### config.mk
export PLATFORM = sky130hd
export DESIGN_NAME = integer_square_root
export DESIGN_NICKNAME = d
export VERILOG_FILES = /design/src/isr_pkg.sv /design/src/isr_mag.sv /design/src/isr_cell.sv /design/src/integer_square_root.sv
export SDC_FILE = /design/constraint.sdc
export NUM_CORES = 1
export LEC_CHECK = 0
export ABC_CLOCK_PERIOD_IN_PS = 2850
export BUFFER_PORTS_ARGS = -buffer_cell sky130_fd_sc_hd__buf_4
export CAP_MARGIN = 40
export CORE_MARGIN = 3
export CORE_UTILIZATION = 35
export CTS_BUF_LIST = sky130_fd_sc_hd__clkbuf_16
export CTS_CLUSTER_SIZE = 30
export DETAILED_ROUTE_END_ITERATION = 8
export MAX_ROUTING_LAYER = met4
export SETUP_SLACK_MARGIN = 0.15
export SYNTH_ARGS = -nofsm -noshare
export SYNTH_HDL_FRONTEND = slang
export SYNTH_SLANG_ARGS = --single-unit
### constraint.sdc
create_clock -name clk -period 2.85 [get_ports clk]
set_clock_uncertainty 0.15 [all_clocks]
set_input_delay 0.285 -clock clk [delete_from_list [all_inputs] [get_ports clk]]
set_output_delay 0.285 -clock clk [all_outputs]
set_load 0.01 [all_outputs]
### src/isr_pkg.sv
// Shared constants and width helpers for the integer square root block.
package isr_pkg;

  // Width of the root result port.
  localparam int ROOT_W = 16;

  // Root bits needed for a radicand magnitude of the given width.
  function automatic int root_bits(input int value_width);
    root_bits = (value_width + 1) >> 1;
  endfunction

endpackage

### src/isr_mag.sv
// Entry stage: captures a radicand and registers its magnitude and sign.
module isr_mag import isr_pkg::*; #(
  parameter int VALUE_WIDTH = 32
) (
  input  logic                                 clk,
  input  logic                                 rst_n,
  input  logic                                 load,
  input  logic [VALUE_WIDTH-1:0]               radicand,
  output logic                                 valid_o,
  output logic [2*root_bits(VALUE_WIDTH)-1:0]  rad_o,
  output logic                                 neg_o
);

  localparam int RW = root_bits(VALUE_WIDTH);

  logic                   valid_r;
  logic [2*RW-1:0]        rad_r;
  logic                   neg_r;
  logic                   neg_nxt;
  logic [VALUE_WIDTH-1:0] mag_nxt;

  // Most negative input maps to 2^(W-1), exact as an unsigned value.
  assign neg_nxt = radicand[VALUE_WIDTH-1];
  assign mag_nxt = neg_nxt ? (~radicand + VALUE_WIDTH'(1)) : radicand;

  always_ff @(posedge clk) begin
    if (!rst_n) begin
      valid_r <= 1'b0;
    end else begin
      valid_r <= load;
    end
  end

  always_ff @(posedge clk) begin
    if (load) begin
      rad_r <= (2*RW)'(mag_nxt);
      neg_r <= neg_nxt;
    end
  end

  assign valid_o = valid_r;
  assign rad_o   = rad_r;
  assign neg_o   = neg_r;

endmodule

### src/isr_cell.sv
// One recurrence cell: settles one root bit and hands its state to the next cell.
module isr_cell import isr_pkg::*; #(
  parameter int RW = 16
) (
  input  logic            clk,
  input  logic            rst_n,
  input  logic            valid_i,
  input  logic [RW+1:0]   rem_i,
  input  logic [RW-1:0]   root_i,
  input  logic [2*RW-1:0] rad_i,
  input  logic            neg_i,
  output logic            valid_o,
  output logic [RW+1:0]   rem_o,
  output logic [RW-1:0]   root_o,
  output logic [2*RW-1:0] rad_o,
  output logic            neg_o
);

  logic            valid_r;
  logic [RW+1:0]   rem_r;
  logic [RW-1:0]   root_r;
  logic [2*RW-1:0] rad_r;
  logic            neg_r;

  logic [RW+1:0]   rem_sh;
  logic [RW+1:0]   trial;
  logic            fits;
  logic [RW+1:0]   rem_nxt;
  logic [RW-1:0]   root_nxt;

  // Bring down the next two radicand bits; trial subtrahend is 4*root + 1.
  assign rem_sh   = {rem_i[RW-1:0], rad_i[2*RW-1 -: 2]};
  assign trial    = {root_i, 2'b01};
  assign fits     = (rem_sh >= trial);
  assign rem_nxt  = fits ? (rem_sh - trial) : rem_sh;
  assign root_nxt = {root_i[RW-2:0], fits};

  always_ff @(posedge clk) begin
    if (!rst_n) begin
      valid_r <= 1'b0;
    end else begin
      valid_r <= valid_i;
    end
  end

  always_ff @(posedge clk) begin
    rem_r  <= rem_nxt;
    root_r <= root_nxt;
    rad_r  <= {rad_i[2*RW-3:0], 2'b00};
    neg_r  <= neg_i;
  end

  assign valid_o = valid_r;
  assign rem_o   = rem_r;
  assign root_o  = root_r;
  assign rad_o   = rad_r;
  assign neg_o   = neg_r;

endmodule

### src/integer_square_root.sv
// Integer square root: floor(sqrt(|radicand|)) with a negative-input flag.
//
// Command interface: a radicand is transferred at a rising edge where start
// is high and busy is low. One item is in flight at a time.
// The result appears on out_root / out_negative_input for exactly one cycle
// with out_valid high; the receiver has no way to stall it.
// Path: the magnitude stage registers the transferred radicand and sign,
// then each of the RW cells (RW = ceil(VALUE_WIDTH/2), 16 for the default
// width) registers its step in turn; the register of the last cell drives
// the result. Each cell settles one root bit. A new radicand is not taken
// while one is in flight: busy drops in the result cycle, so the next
// start is taken at its closing edge.
// Reset (rst_n low, synchronous) clears all valid bits; no result is
// produced for an item in flight at reset.
// Zero gives root 0. The most negative radicand is taken as 2^(W-1) exactly.
module integer_square_root import isr_pkg::*; #(
  parameter int VALUE_WIDTH = 32
) (
  input  logic                   clk,
  input  logic                   rst_n,
  input  logic                   start,
  output logic                   busy,
  input  logic [VALUE_WIDTH-1:0] in_radicand,
  output logic                   out_valid,
  output logic [ROOT_W-1:0]      out_root,
  output logic                   out_negative_input
);

  localparam int RW = root_bits(VALUE_WIDTH);

  logic            accept;
  logic            valid_c [0:RW];
  logic [RW+1:0]   rem_c   [0:RW];
  logic [RW-1:0]   root_c  [0:RW];
  logic [2*RW-1:0] rad_c   [0:RW];
  logic            neg_c   [0:RW];
  logic [RW-1:0]   busy_vec;

  assign accept = start && !busy;

  isr_mag #(
    .VALUE_WIDTH (VALUE_WIDTH)
  ) u_mag (
    .clk      (clk),
    .rst_n    (rst_n),
    .load     (accept),
    .radicand (in_radicand),
    .valid_o  (valid_c[0]),
    .rad_o    (rad_c[0]),
    .neg_o    (neg_c[0])
  );

  assign rem_c[0]  = '0;
  assign root_c[0] = '0;

  for (genvar i = 0; i < RW; i++) begin : g_cell
    isr_cell #(
      .RW (RW)
    ) u_cell (
      .clk     (clk),
      .rst_n   (rst_n),
      .valid_i (valid_c[i]),
      .rem_i   (rem_c[i]),
      .root_i  (root_c[i]),
      .rad_i   (rad_c[i]),
      .neg_i   (neg_c[i]),
      .valid_o (valid_c[i+1]),
      .rem_o   (rem_c[i+1]),
      .root_o  (root_c[i+1]),
      .rad_o   (rad_c[i+1]),
      .neg_o   (neg_c[i+1])
    );
  end

  // Busy while the item is anywhere but the last cell.
  for (genvar i = 0; i < RW; i++) begin : g_busy
    assign busy_vec[i] = valid_c[i];
  end
  assign busy = |busy_vec;

  assign out_valid          = valid_c[RW];
  assign out_negative_input = neg_c[RW];

  if (RW >= ROOT_W) begin : g_root_trunc
    assign out_root = root_c[RW][ROOT_W-1:0];
  end else begin : g_root_ext
    assign out_root = ROOT_W'(root_c[RW]);
  end

  // Remainder never reaches bit RW+1 after a step.
  a_rem_range : assert property (@(posedge clk) disable iff (!rst_n)
    out_valid |-> !rem_c[RW][RW+1])
    else $error("remainder out of range at result");

  a_accept_busy : assert property (@(posedge clk) disable iff (!rst_n)
    accept |=> busy)
    else $error("busy not raised after transfer");

  a_result_idle : assert property (@(posedge clk) disable iff (!rst_n)
    out_valid |-> !busy)
    else $error("result while another item in flight");

  a_single_item : assert property (@(posedge clk) disable iff (!rst_n)
    $countones({busy_vec, out_valid}) <= 1)
    else $error("more than one item in the cell chain");

endmodule
==> results of run 1 <==
==> cells by family after synthesis <==
| group | Yosys count |
|---|---|
| other | 1 |
| buffers and inverters | 216 |
| xor gates and xnor gates | 189 |
| AOI/OAI and AO/OA | 392 |
| and+or+nand+nor | 532 |
| muxes | 58 |
| adders and majority gates | 153 |
| DFF | 666 |
==> cell usage in the layout, fill, tap and decap left out, types with 6 or more instances in the layout <==
cell             n
a211oi_1        11
a21o_1          24
a21oi_1        131
a31oi_1          9
and2_1          27
and3_1          16
buf_4          110
clkbuf_16       68
clkinv_1        14
clkinv_2        10
dfxtp_1        631
dlygate4sd3_1   45
edfxtp_1        33
ha_1           147
inv_1          205
mux2_2          51
mux2i_1          7
nand2_1         98
nand2b_1        37
nand3_1         27
nand4_1         15
nor2_1         147
nor2b_1         20
nor3_1          51
nor4_1          24
o211ai_1        11
o21a_1          32
o21ai_0         90
o21ai_1          6
o31a_1           7
o31ai_1         15
or2_2           10
or3_1           16
xnor2_1        121
xor2_1          68
==> metal layers <==
layer  vias to the layer above  routed length (µm)  track usage
met5                         -                   0            -
met4                         0                1209      0.05127
met3                        91                1923      0.02323
met2                       293               19760       0.1981
met1                      7054               19110       0.1466
li1                       7955                   -            -
==> sequential cells by signal (all words and copies together) (netlist names) <==
signal	flops
g_cell.u_cell.root_o	136
u_mag.valid_o	1
g_cell.u_cell.rem_o	224
g_cell.u_cell.valid_o	16
u_mag.neg_o	1
g_cell.u_cell.rad_o	240
u_mag.rad_o	32
g_cell.u_cell.neg_o	16
==> power by group <==
part	switching, mW	leakage (nW)	internal [mW]
clock	3.43	1.05	4.54
combinational	3.22	6.34	3.27
sequential	1.11	5.61	11.3
==> synthesized netlist by cell type, drive strengths merged (3+ instances only) <==
| cell | n | share of area |
|---|---|---|
| o211ai | 11 | 0.0035 |
| nand3 | 27 | 0.0057 |
| o31a | 7 | 0.0026 |
| nand3b | 4 | 0.0013 |
| nor3 | 54 | 0.011 |
| and2 | 27 | 0.0071 |
| buf | 7 | 0.0014 |
| inv | 190 | 0.030 |
| and3 | 16 | 0.0042 |
| o31ai | 21 | 0.0080 |
| nand2b | 38 | 0.010 |
| ha | 153 | 0.080 |
| a211oi | 14 | 0.0044 |
| and4 | 3 | 0.0011 |
| edfxtp | 33 | 0.042 |
| nor4 | 28 | 0.0074 |
| or3 | 19 | 0.0052 |
| clkbuf | 17 | 0.0027 |
| xor2 | 68 | 0.025 |
| dfxtp | 633 | 0.53 |
| o21ai | 96 | 0.020 |
| o2111ai | 4 | 0.0015 |
| mux2 | 51 | 0.024 |
| a221oi | 5 | 0.0018 |
| nand2 | 100 | 0.016 |
| or2 | 10 | 0.0026 |
| xnor2 | 121 | 0.044 |
| or4 | 9 | 0.0032 |
| o21bai | 6 | 0.0019 |
| nor4b | 5 | 0.0018 |
| nor2b | 21 | 0.0055 |
| a31oi | 9 | 0.0024 |
| a21oi | 135 | 0.028 |
| o41ai | 4 | 0.0018 |
| nor3b | 3 | 0.00095 |
| a21o | 24 | 0.0076 |
| a21boi | 5 | 0.0016 |
| mux2i | 7 | 0.0029 |
| nand4 | 15 | 0.0039 |
| o21a | 32 | 0.010 |
| nor2 | 149 | 0.023 |
==> area by class of cell <==
| class | count | area share |
|---|---|---|
| Clock buffer | 68 | 0.05968 |
| Multi-Input combinational cell | 1325 | 0.3383 |
| Inverter | 192 | 0.02541 |
| Timing Repair Buffer | 160 | 0.04766 |
| Sequential cell | 666 | 0.4793 |
| Tap cell | 873 | 0.03831 |
| Clock inverter | 50 | 0.01132 |
==> worst max-delay path: stages <==
cell           delay [ps]
dlygate4sd3_1         530
buf_4                 160
or4_4                 450
nor4_4                320
buf_4                 160
buf_4                 110
nand2b_4               80
o31ai_4               180
xnor2_1                70
dlygate4sd3_1         540
==> repair_timing <==
item | CTS | global route
setup buffers | 4 | 10
endpoints found under the hold margin | 50 | 0
hold buffers | 47 | 0
endpoints found under the setup margin | 35 | 102
pin swaps | 5 | 18
gates resized for setup | 9 | 52
==> worst min-delay path by stage <==
| stage | from | slack [ps] | to | cells after the start |
|---|---|---|---|---|
| after CTS | in_radicand[17] | 7 | u_mag.rad_o[18]$_DFFE_PP_ | 3 |
| after global routing | in_radicand[17] | 40 | u_mag.rad_o[19]$_DFFE_PP_ | 3 |
| after detailed placement | g_cell[0].u_cell.rad_o[12]$_DFF_P_ | 160 | g_cell[1].u_cell.rad_o[14]$_DFF_P_ | 0 |
| after global placement | g_cell[2].u_cell.rad_o[8]$_DFF_P_ | 160 | g_cell[3].u_cell.rad_o[10]$_DFF_P_ | 0 |
| final | in_radicand[17] | -7 | u_mag.rad_o[19]$_DFFE_PP_ | 3 |
| after floorplan | g_cell[9].u_cell.neg_o$_DFF_P_ | 160 | g_cell[10].u_cell.neg_o$_DFF_P_ | 0 |
==> impl_metrics.ini, run 1 <==
[worst_setup_path]
critPathLaunch = in_radicand[18]
ff2ff_path_depth = 8
required_ps = 3030
crit-reg2reg-launch = g_cell[7].u_cell.root_o[0]$_DFF_P_
crit_type = in2reg
crit_arrival_ps = 2890
reg2reg_slack_ps = 240
path_max_fanout = 5
reg2reg_to = g_cell[8].u_cell.rem_o[8]$_DFF_P_
cp-end-kind = flop
endpoint = u_mag.rad_o[25]$_DFFE_PP_
critPathLaunchType = primary input

[cts]
cts_num_sinks = 666
cts-root-buf = clkbuf_16
cts_buffers = 66
cts_tree = done
clock_path_buffers = 3
clkLatencyLatePin_ps = 580
path_clk_slew_ps = 60
ctsHtreeMaxLevel = 3

[grt]
grt_pass1_vias = 15165
grt.total_usage = 0.1212
grt_overflow = 0
grt_start_max_net_pins = 35
grt_pass1_wl_um = 70080
antenna_found_initial = 0

[place]
dpl.hpwl_um = 30270
gp_congestion = 0.8591
portBuffers = 53
placed_cell_area_um2 = 25620
placedCellCount = 3157
dp_worst_setup_slack_ps = -182.9

[sta]
fmax_mhz = 368.9
hold_viol_final = 1
rsz0062_at_grt = yes
period_minus_slack_ps = 2710
worstMarginPinSlew_ps = 575.3
setup_violations = 0
fin_hold_ws_ps = -6.531
timing.final.crit_share = 0.9510
setup_ws_ps = 139.5
tns_ps = 0
maxSlewHeadroom = 0.6124
slew_violations = 0

[synthesis]
synthesis.nets = 2395
synth_cell_types = 68
ys_ff_latch = 666
async_reset_ff_frac = 0
synth_flop_cell = dfxtp_1
synth_simple_gate_area_share = 0.1123
ys_warn_count = 0
yosys-mux-area-fraction = 0.02705
syn_avg_cell_area_um2 = 10.79
synth_fa_ha_area_frac = 0.08035
synth_edf_count = 33
ys_seq_area_frac = 0.5735
synth_top_family_by_area = simple AND/OR/NAND/NOR gates
syn_area_um2 = 23820
syn_inst = 2207
synthXorXnorAreaFrac = 0.06948
synth_compound_area_frac = 0.1028

[worst_hold_path]
hold_class = in2reg

[power_and_ir_drop]
vdd_drop_max_v = 0.0004713
powerDensity_nw_per_um2 = 943.3
p_total_mw = 26.89
power_leakage_nw = 13.00

[routing]
totalWireLength_um = 42000
wl_per_cell_um = 12.60
dr_total_vias = 15393
via_per_inst = 4.617
drt_pre_antenna_iters = 5
post-route-drc-count = 0
drt_iter0_drc = 686
ant_nets = 0

[layout]
fill_cells = 6338
final_area_um2 = 28510
antenna_cells = 0
layoutNonFillerInstCount = 3334
final_nets = 2599
fin_util = 0.4238
register_area_um2 = 13670
drive_above_1_share = 0.1325
multi_input_area_um2 = 9646
synthToLayoutAreaGrowth_pct = 19.67

[floorplanning]
ioPinCount = 54
die_x_um = 266.9
core_um2 = 67280
placementRows = 95
start_util = 0.3541
fp.dieH_um = 266.9
die-area_um2 = 71240

[run_status]
outcome = finished, violations left
violations = negative hold slack

[run]
maxCapViolCount = 0
Power figures use the tool's default switching activity.
==> run 2, diff against run 1 <==
--- a/config.mk
+++ b/config.mk
@@ -11,5 +11,5 @@
 export CORE_MARGIN = 3
 export CORE_UTILIZATION = 35
-export CTS_BUF_LIST = sky130_fd_sc_hd__clkbuf_16
+export CTS_BUF_LIST = sky130_fd_sc_hd__clkbuf_4 sky130_fd_sc_hd__clkbuf_8
 export CTS_CLUSTER_SIZE = 30
 export DETAILED_ROUTE_END_ITERATION = 8
--- a/constraint.sdc
+++ b/constraint.sdc
@@ -3,3 +3,3 @@
 set_input_delay 0.285 -clock clk [delete_from_list [all_inputs] [get_ports clk]]
 set_output_delay 0.285 -clock clk [all_outputs]
-set_load 0.01 [all_outputs]
+set_load 0.02 [all_outputs]
==> run 2 against run 1 <==
Net effect: the run now ends clean; utilization grew 0.75 points; sequential power about the same; critical path depth unchanged; critical path type unchanged.
==> impl_metrics.ini, run 2 (synthesis gave the netlist of run 1 again) <==
[run_status]
outcome = complete, no violations

[layout]
drive_above_1_share = 0.1758
synthToLayoutAreaGrowth_pct = 21.79
largest_reg_flops = 240
final_nets = 2652
fill_cells = 6312
final_cell_mix = dfxtp_1 (627), inv_1 (186), nor2_1 (147)
layout_commonest_cell = dfxtp_1
fin_util = 0.4313

[grt]
grt.total_usage = 0.1227
grt_pass1_wl_um = 71010
grt_overflow = 0
antenna_found_initial = 1
grt_start_max_net_pins = 35
grt_pass1_vias = 15575

[worst_setup_path]
crit_type = in2reg
cp-end-kind = flop
critPathLaunchType = primary input
reg2reg_slack_ps = 230
crit_arrival_ps = 2980
path_max_fanout = 5
required_ps = 3130

[cts]
clkLatencyLatePin_ps = 690
clock_path_buffers = 3
cts_tree = done
cts-root-buf = clkbuf_8
cts_buffers = 100
cts_num_sinks = 666
ctsHtreeMaxLevel = 3
path_clk_slew_ps = 60

[sta]
worstMarginPinSlew_ps = 660.0
fmax_mhz = 370.7
setup_violations = 0
slew_violations = 0
maxSlewHeadroom = 0.5554
rsz0062_at_grt = yes
timing.final.crit_share = 0.9466
hold_viol_final = 0
period_minus_slack_ps = 2698

[routing]
ant_nets = 0
totalWireLength_um = 43510
drt_iter0_drc = 779
wl_per_cell_um = 12.71
dr_total_vias = 15798
post-route-drc-count = 0
drt_pre_antenna_iters = 7
via_per_inst = 4.617

[power_and_ir_drop]
power_leakage_nw = 13.25
p_total_mw = 27.50
pwr-share-clk = 0.304
powerDensity_nw_per_um2 = 947.8
switchingPower_mw = 7.956
vdd_drop_max_v = 0.0004236
pwr-share-comb = 0.243
power_frac_seq = 0.453
swShare = 0.2893
p_int_mw = 19.55

[floorplanning]
core_um2 = 67280
fp.dieH_um = 266.9
start_util = 0.3541
ioPinCount = 54
placementRows = 95
die_x_um = 266.9
die-area_um2 = 71240

[place]
gp_congestion = 0.8591
dpl.hpwl_um = 30270
portBuffers = 53

[worst_hold_path]
hold_class = in2reg

[run]
maxCapViolCount = 0
run 2: cell types whose count changed in the layout (fill, tap and decap cells not counted), moves of 3 or more:
| cell | before | now |
|---|---|---|
| clkbuf_16 | 68 | 1 |
| buf_4 | 110 | 118 |
| clkbuf_8 | 0 | 125 |
| dlygate4sd3_1 | 45 | 51 |
| inv_1 | 205 | 186 |
| ha_4 | 4 | 7 |
| clkbuf_4 | 0 | 37 |
| dfxtp_1 | 631 | 627 |
| dfxtp_2 | 2 | 6 |
| clkinv_1 | 14 | 1 |
| clkinv_2 | 10 | 13 |
| inv_2 | 0 | 4 |
run 2: layer usage:
metal	track usage	wire length, µm	vias to the layer above
met5	-	0	-
met4	0.05691	1258	0
met3	0.02489	1974	90
met2	0.2007	20590	341
met1	0.1455	19690	7288
li1	-	-	8079
run 2: what timing repair did:
item                                    CTS  global route
resized for setup                        10            71
pin swaps                                 5            22
endpoints found under the setup margin   35           103
buffers inserted                          4            19
cloned                                    0             4
endpoints found under the hold margin    50             0
hold buffers                             53             0
run 2: through the flow:
stage	std cells	cell area (µm²)	setup TNS [ps]	setup WS [ps]	hold slack, ps
4_1_cts	3400	28500	0	123.2	5.144
2_1_floorplan	2207	23830	0	213.5	159.6
6_report	3422	29020	0	152.2	113.7
3_5_place_dp	3157	25620	-1227	-182.9	162.1
5_1_grt	3422	29020	0	87.70	70.67
3_3_place_gp	3156	25600	-1887	-133.7	160.4
run 2: worst paths after layout:
| check | cells past startpoint | startpoint | endpoint |
|---|---|---|---|
| max | 10 | in_radicand[20] | u_mag.rad_o[27]$_DFFE_PP_ |
| min reg2reg | 0 | g_cell[9].u_cell.rad_o[25]$_DFF_P_ | g_cell[10].u_cell.rad_o[27]$_DFF_P_ |
| max reg2reg | 11 | g_cell[12].u_cell.root_o[5]$_DFF_P_ | g_cell[13].u_cell.rem_o[2]$_DFF_P_ |
| min | 4 | start | u_mag.rad_o[23]$_DFFE_PP_ |
run 2: cell type report:
type,count,area (µm²),share of cell area
antenna,1,2.502,0.00008624
clock buffer,162,1998,0.06887
clock inverter,24,276.5,0.009530
inverter,192,724.4,0.02497
multi-input combinational,1327,9733,0.3354
sequential,666,13670,0.4712
tap,873,1092,0.03765
timing repair buffer,177,1518,0.05231
run 2: power groups by stage:
stage / sequential, mW / combinational, mW / clock, mW
final: 12.5 / 6.69 / 8.36
after global routing: 12.7 / 7.46 / 9.11
after CTS: 12.5 / 6.35 / 8.70
after detailed placement: 12.6 / 6.16 / 0
after global placement: 12.6 / 6.01 / 0
after floorplan: 12.3 / 4.79 / 0
run 2: worst max-delay path, stage by stage:
cell,delay [ps]
dlygate4sd3_1,540
buf_4,140
or4_4,570
nor4_4,310
buf_4,160
buf_4,110
nand2b_4,80
o21ai_2,170
xnor2_1,70
dlygate4sd3_1,540
==> run 3, diff against run 2 <==
REMOVE_ABC_BUFFERS = 1   (was default)
==> run 3 against run 2 <==
Net effect: combinational power is essentially flat; via count shrank 1.2%; utilization is essentially flat; flip-flop and latch count is the same; maximum frequency grew 1.5%; clock power grew 6.7%; routed wire length grew 0.27%; die area is the same; register-to-register slack lost 40 ps.
==> impl_metrics.ini, run 3 (synthesis gave the netlist of run 1 again) <==
[sta]
hold_viol_final = 0
worstMarginPinSlew_ps = 604.0
rsz0062_at_grt = yes
maxSlewHeadroom = 0.5931
setup_ws_ps = 192.5
period_minus_slack_ps = 2657
tns_ps = 0
fmax_mhz = 376.3
setup_violations = 0
slew_violations = 0
timing.final.crit_share = 0.9324

[worst_setup_path]
cp.depth = 12
cp-end-kind = flop
critPathTopFamily = buffers and inverters
crit_buf_inv = 4
crit-reg2reg-launch = g_cell[9].u_cell.root_o[7]$_DFF_P_
endpoint = g_cell[10].u_cell.rem_o[4]$_DFF_P_
crit_type = reg2reg
reg2reg_to = g_cell[10].u_cell.rem_o[4]$_DFF_P_
required_ps = 3290
ff2ff_path_depth = 12
crit_arrival_ps = 3100
slowest_delay_ps = 370
critPathLaunch = g_cell[9].u_cell.root_o[7]$_DFF_P_
path_max_fanout = 5
slowest_stage = o211ai_1
critPathLaunchType = flop
path_cells = inv_1 -> ha_4 -> nand3_2 -> or2_2 -> nor2_1 -> a21oi_1 -> o211ai_1 -> clkbuf_16 -> buf_2 -> buf_4 -> nor2_1 -> a21oi_1
reg2reg_slack_ps = 190

[routing]
via_per_inst = 4.575
top_layer = met4
post-route-drc-count = 0
totalWireLength_um = 43630
ant_nets = 0
dr_wl_met2_um = 20660
dr_total_vias = 15610
wl_met1_um = 19580
wl_per_cell_um = 12.79
dr_wl_met3_um = 2091
drt_iter0_drc = 718
drt_pre_antenna_iters = 6

[floorplanning]
ioPinCount = 54
placementRows = 95
start_util = 0.3541
core_um2 = 67280
fp.dieH_um = 266.9
die-area_um2 = 71240
die_x_um = 266.9

[cts]
path_clk_slew_ps = 60
ctsHtreeMaxLevel = 3
cts_tree = done
cts_buffers = 106
cts-root-buf = clkbuf_8
cts_num_sinks = 666
clkLatencyLatePin_ps = 700
clock_path_buffers = 3

[layout]
multi_input_area_um2 = 9717
final_nets = 2635
final_cell_mix = dfxtp_1 (627), inv_1 (190), nor2_1 (148)
layout_commonest_cell = dfxtp_1
fill_cells = 6280
register_area_um2 = 13670
largest_reg_flops = 240
synthToLayoutAreaGrowth_pct = 21.87
drive_above_1_share = 0.1742

[run_status]
outcome = complete, no violations

[place]
dp_worst_setup_slack_ps = 57.27
dpl.hpwl_um = 30670
portBuffers = 53
gp_congestion = 0.8709

[grt]
grt.total_usage = 0.1257
grt_overflow = 0
grt_start_max_net_pins = 35
antenna_found_initial = 1
grt_pass1_vias = 15750
grt_pass1_wl_um = 72640

[worst_hold_path]
hold_class = reg2reg
min_from = g_cell[7].u_cell.rad_o[22]$_DFF_P_

[power_and_ir_drop]
vdd_drop_max_v = 0.0004808
power_leakage_nw = 13.25
powerDensity_nw_per_um2 = 966.9

[run]
maxCapViolCount = 0
-- run 3: cell types whose count changed in the layout (fill, tap and decap cells not counted), sizes merged --
cell / before / now
a2111o: 4 / 3
buf: 124 / 110
bufinv: 4 / 6
clkbuf: 163 / 182
clkdlybuf4s15: 1 / 0
clkinv: 17 / 10
clkinvlp: 3 / 2
diode: 1 / 2
dlygate4sd3: 51 / 42
inv: 192 / 193
-- run 3: per-stage QoR --
stage | instance area (µm²) | hold WS, ps | utilization | total power [mW] | cells
global placement | 25540 | 160.1 | 0.3796 | 18.53 | 3145
detailed placement | 25540 | 162.1 | 0.3796 | 18.70 | 3145
floorplan | 23730 | 159.6 | - | 17.04 | 2183
global route | 29030 | 138.2 | 0.4315 | 29.85 | 3411
CTS | 28450 | 77.74 | 0.4229 | 27.91 | 3385
finish | 29030 | 156.4 | 0.4316 | 28.07 | 3412
-- run 3: worst min path at each step --
stage	end	cells past startpoint
2_1_floorplan	g_cell[10].u_cell.neg_o$_DFF_P_	0
3_3_place_gp	g_cell[4].u_cell.rad_o[14]$_DFF_P_	0
3_5_place_dp	g_cell[10].u_cell.rad_o[28]$_DFF_P_	0
4_1_cts	u_mag.rad_o[12]$_DFFE_PP_	4
5_1_grt	u_mag.rad_o[12]$_DFFE_PP_	4
6_report	g_cell[8].u_cell.rad_o[24]$_DFF_P_	0
-- run 3: final cells by class --
class	instances	share of cell area
antenna	2	0.0001724
clock inverter	19	0.009481
multi-input combinational	1326	0.3347
timing repair buffer	155	0.04710
clock buffer	179	0.07516
tap	873	0.03762
sequential	666	0.4708
inverter	192	0.02495
-- run 3: repair_timing --
action / CTS / global route
endpoints found under the hold margin: 50 / 0
setup buffers: 0 / 21
hold buffers: 42 / 0
gates cloned: 0 / 4
resized for setup: 7 / 71
endpoints found under the setup margin: 31 / 101
pin swaps: 2 / 13
-- run 3: worst register-to-register path, delay by kind of cell, from the launching register on --
| kind | cells | cell delay (ps) |
|---|---|---|
| AO/OA/AOI/OAI | 3 | 590 |
| buffers and inverters | 4 | 620 |
| flip-flops | 1 | 350 |
| adder cells (fa/ha/maj) | 1 | 290 |
| AND/OR/NAND/NOR | 4 | 560 |
-- run 3: per-layer routing --
metal  vias up  track usage
li1       8045            -
met1      7153       0.1448
met2       311       0.2089
met3       101      0.03042
met4         0      0.05468
met5         -            -
-- run 3: where the power goes --
| group | internal, mW | total [mW] | switching, mW | leakage [nW] |
|---|---|---|---|---|
| logic | 3.34 | 6.67 | 3.33 | 6.33 |
| registers | 11.3 | 12.5 | 1.15 | 5.61 |
| clock network | 5.37 | 8.92 | 3.55 | 1.31 |
| total | 20.0 | 28.1 | 8.03 | 13.3 |
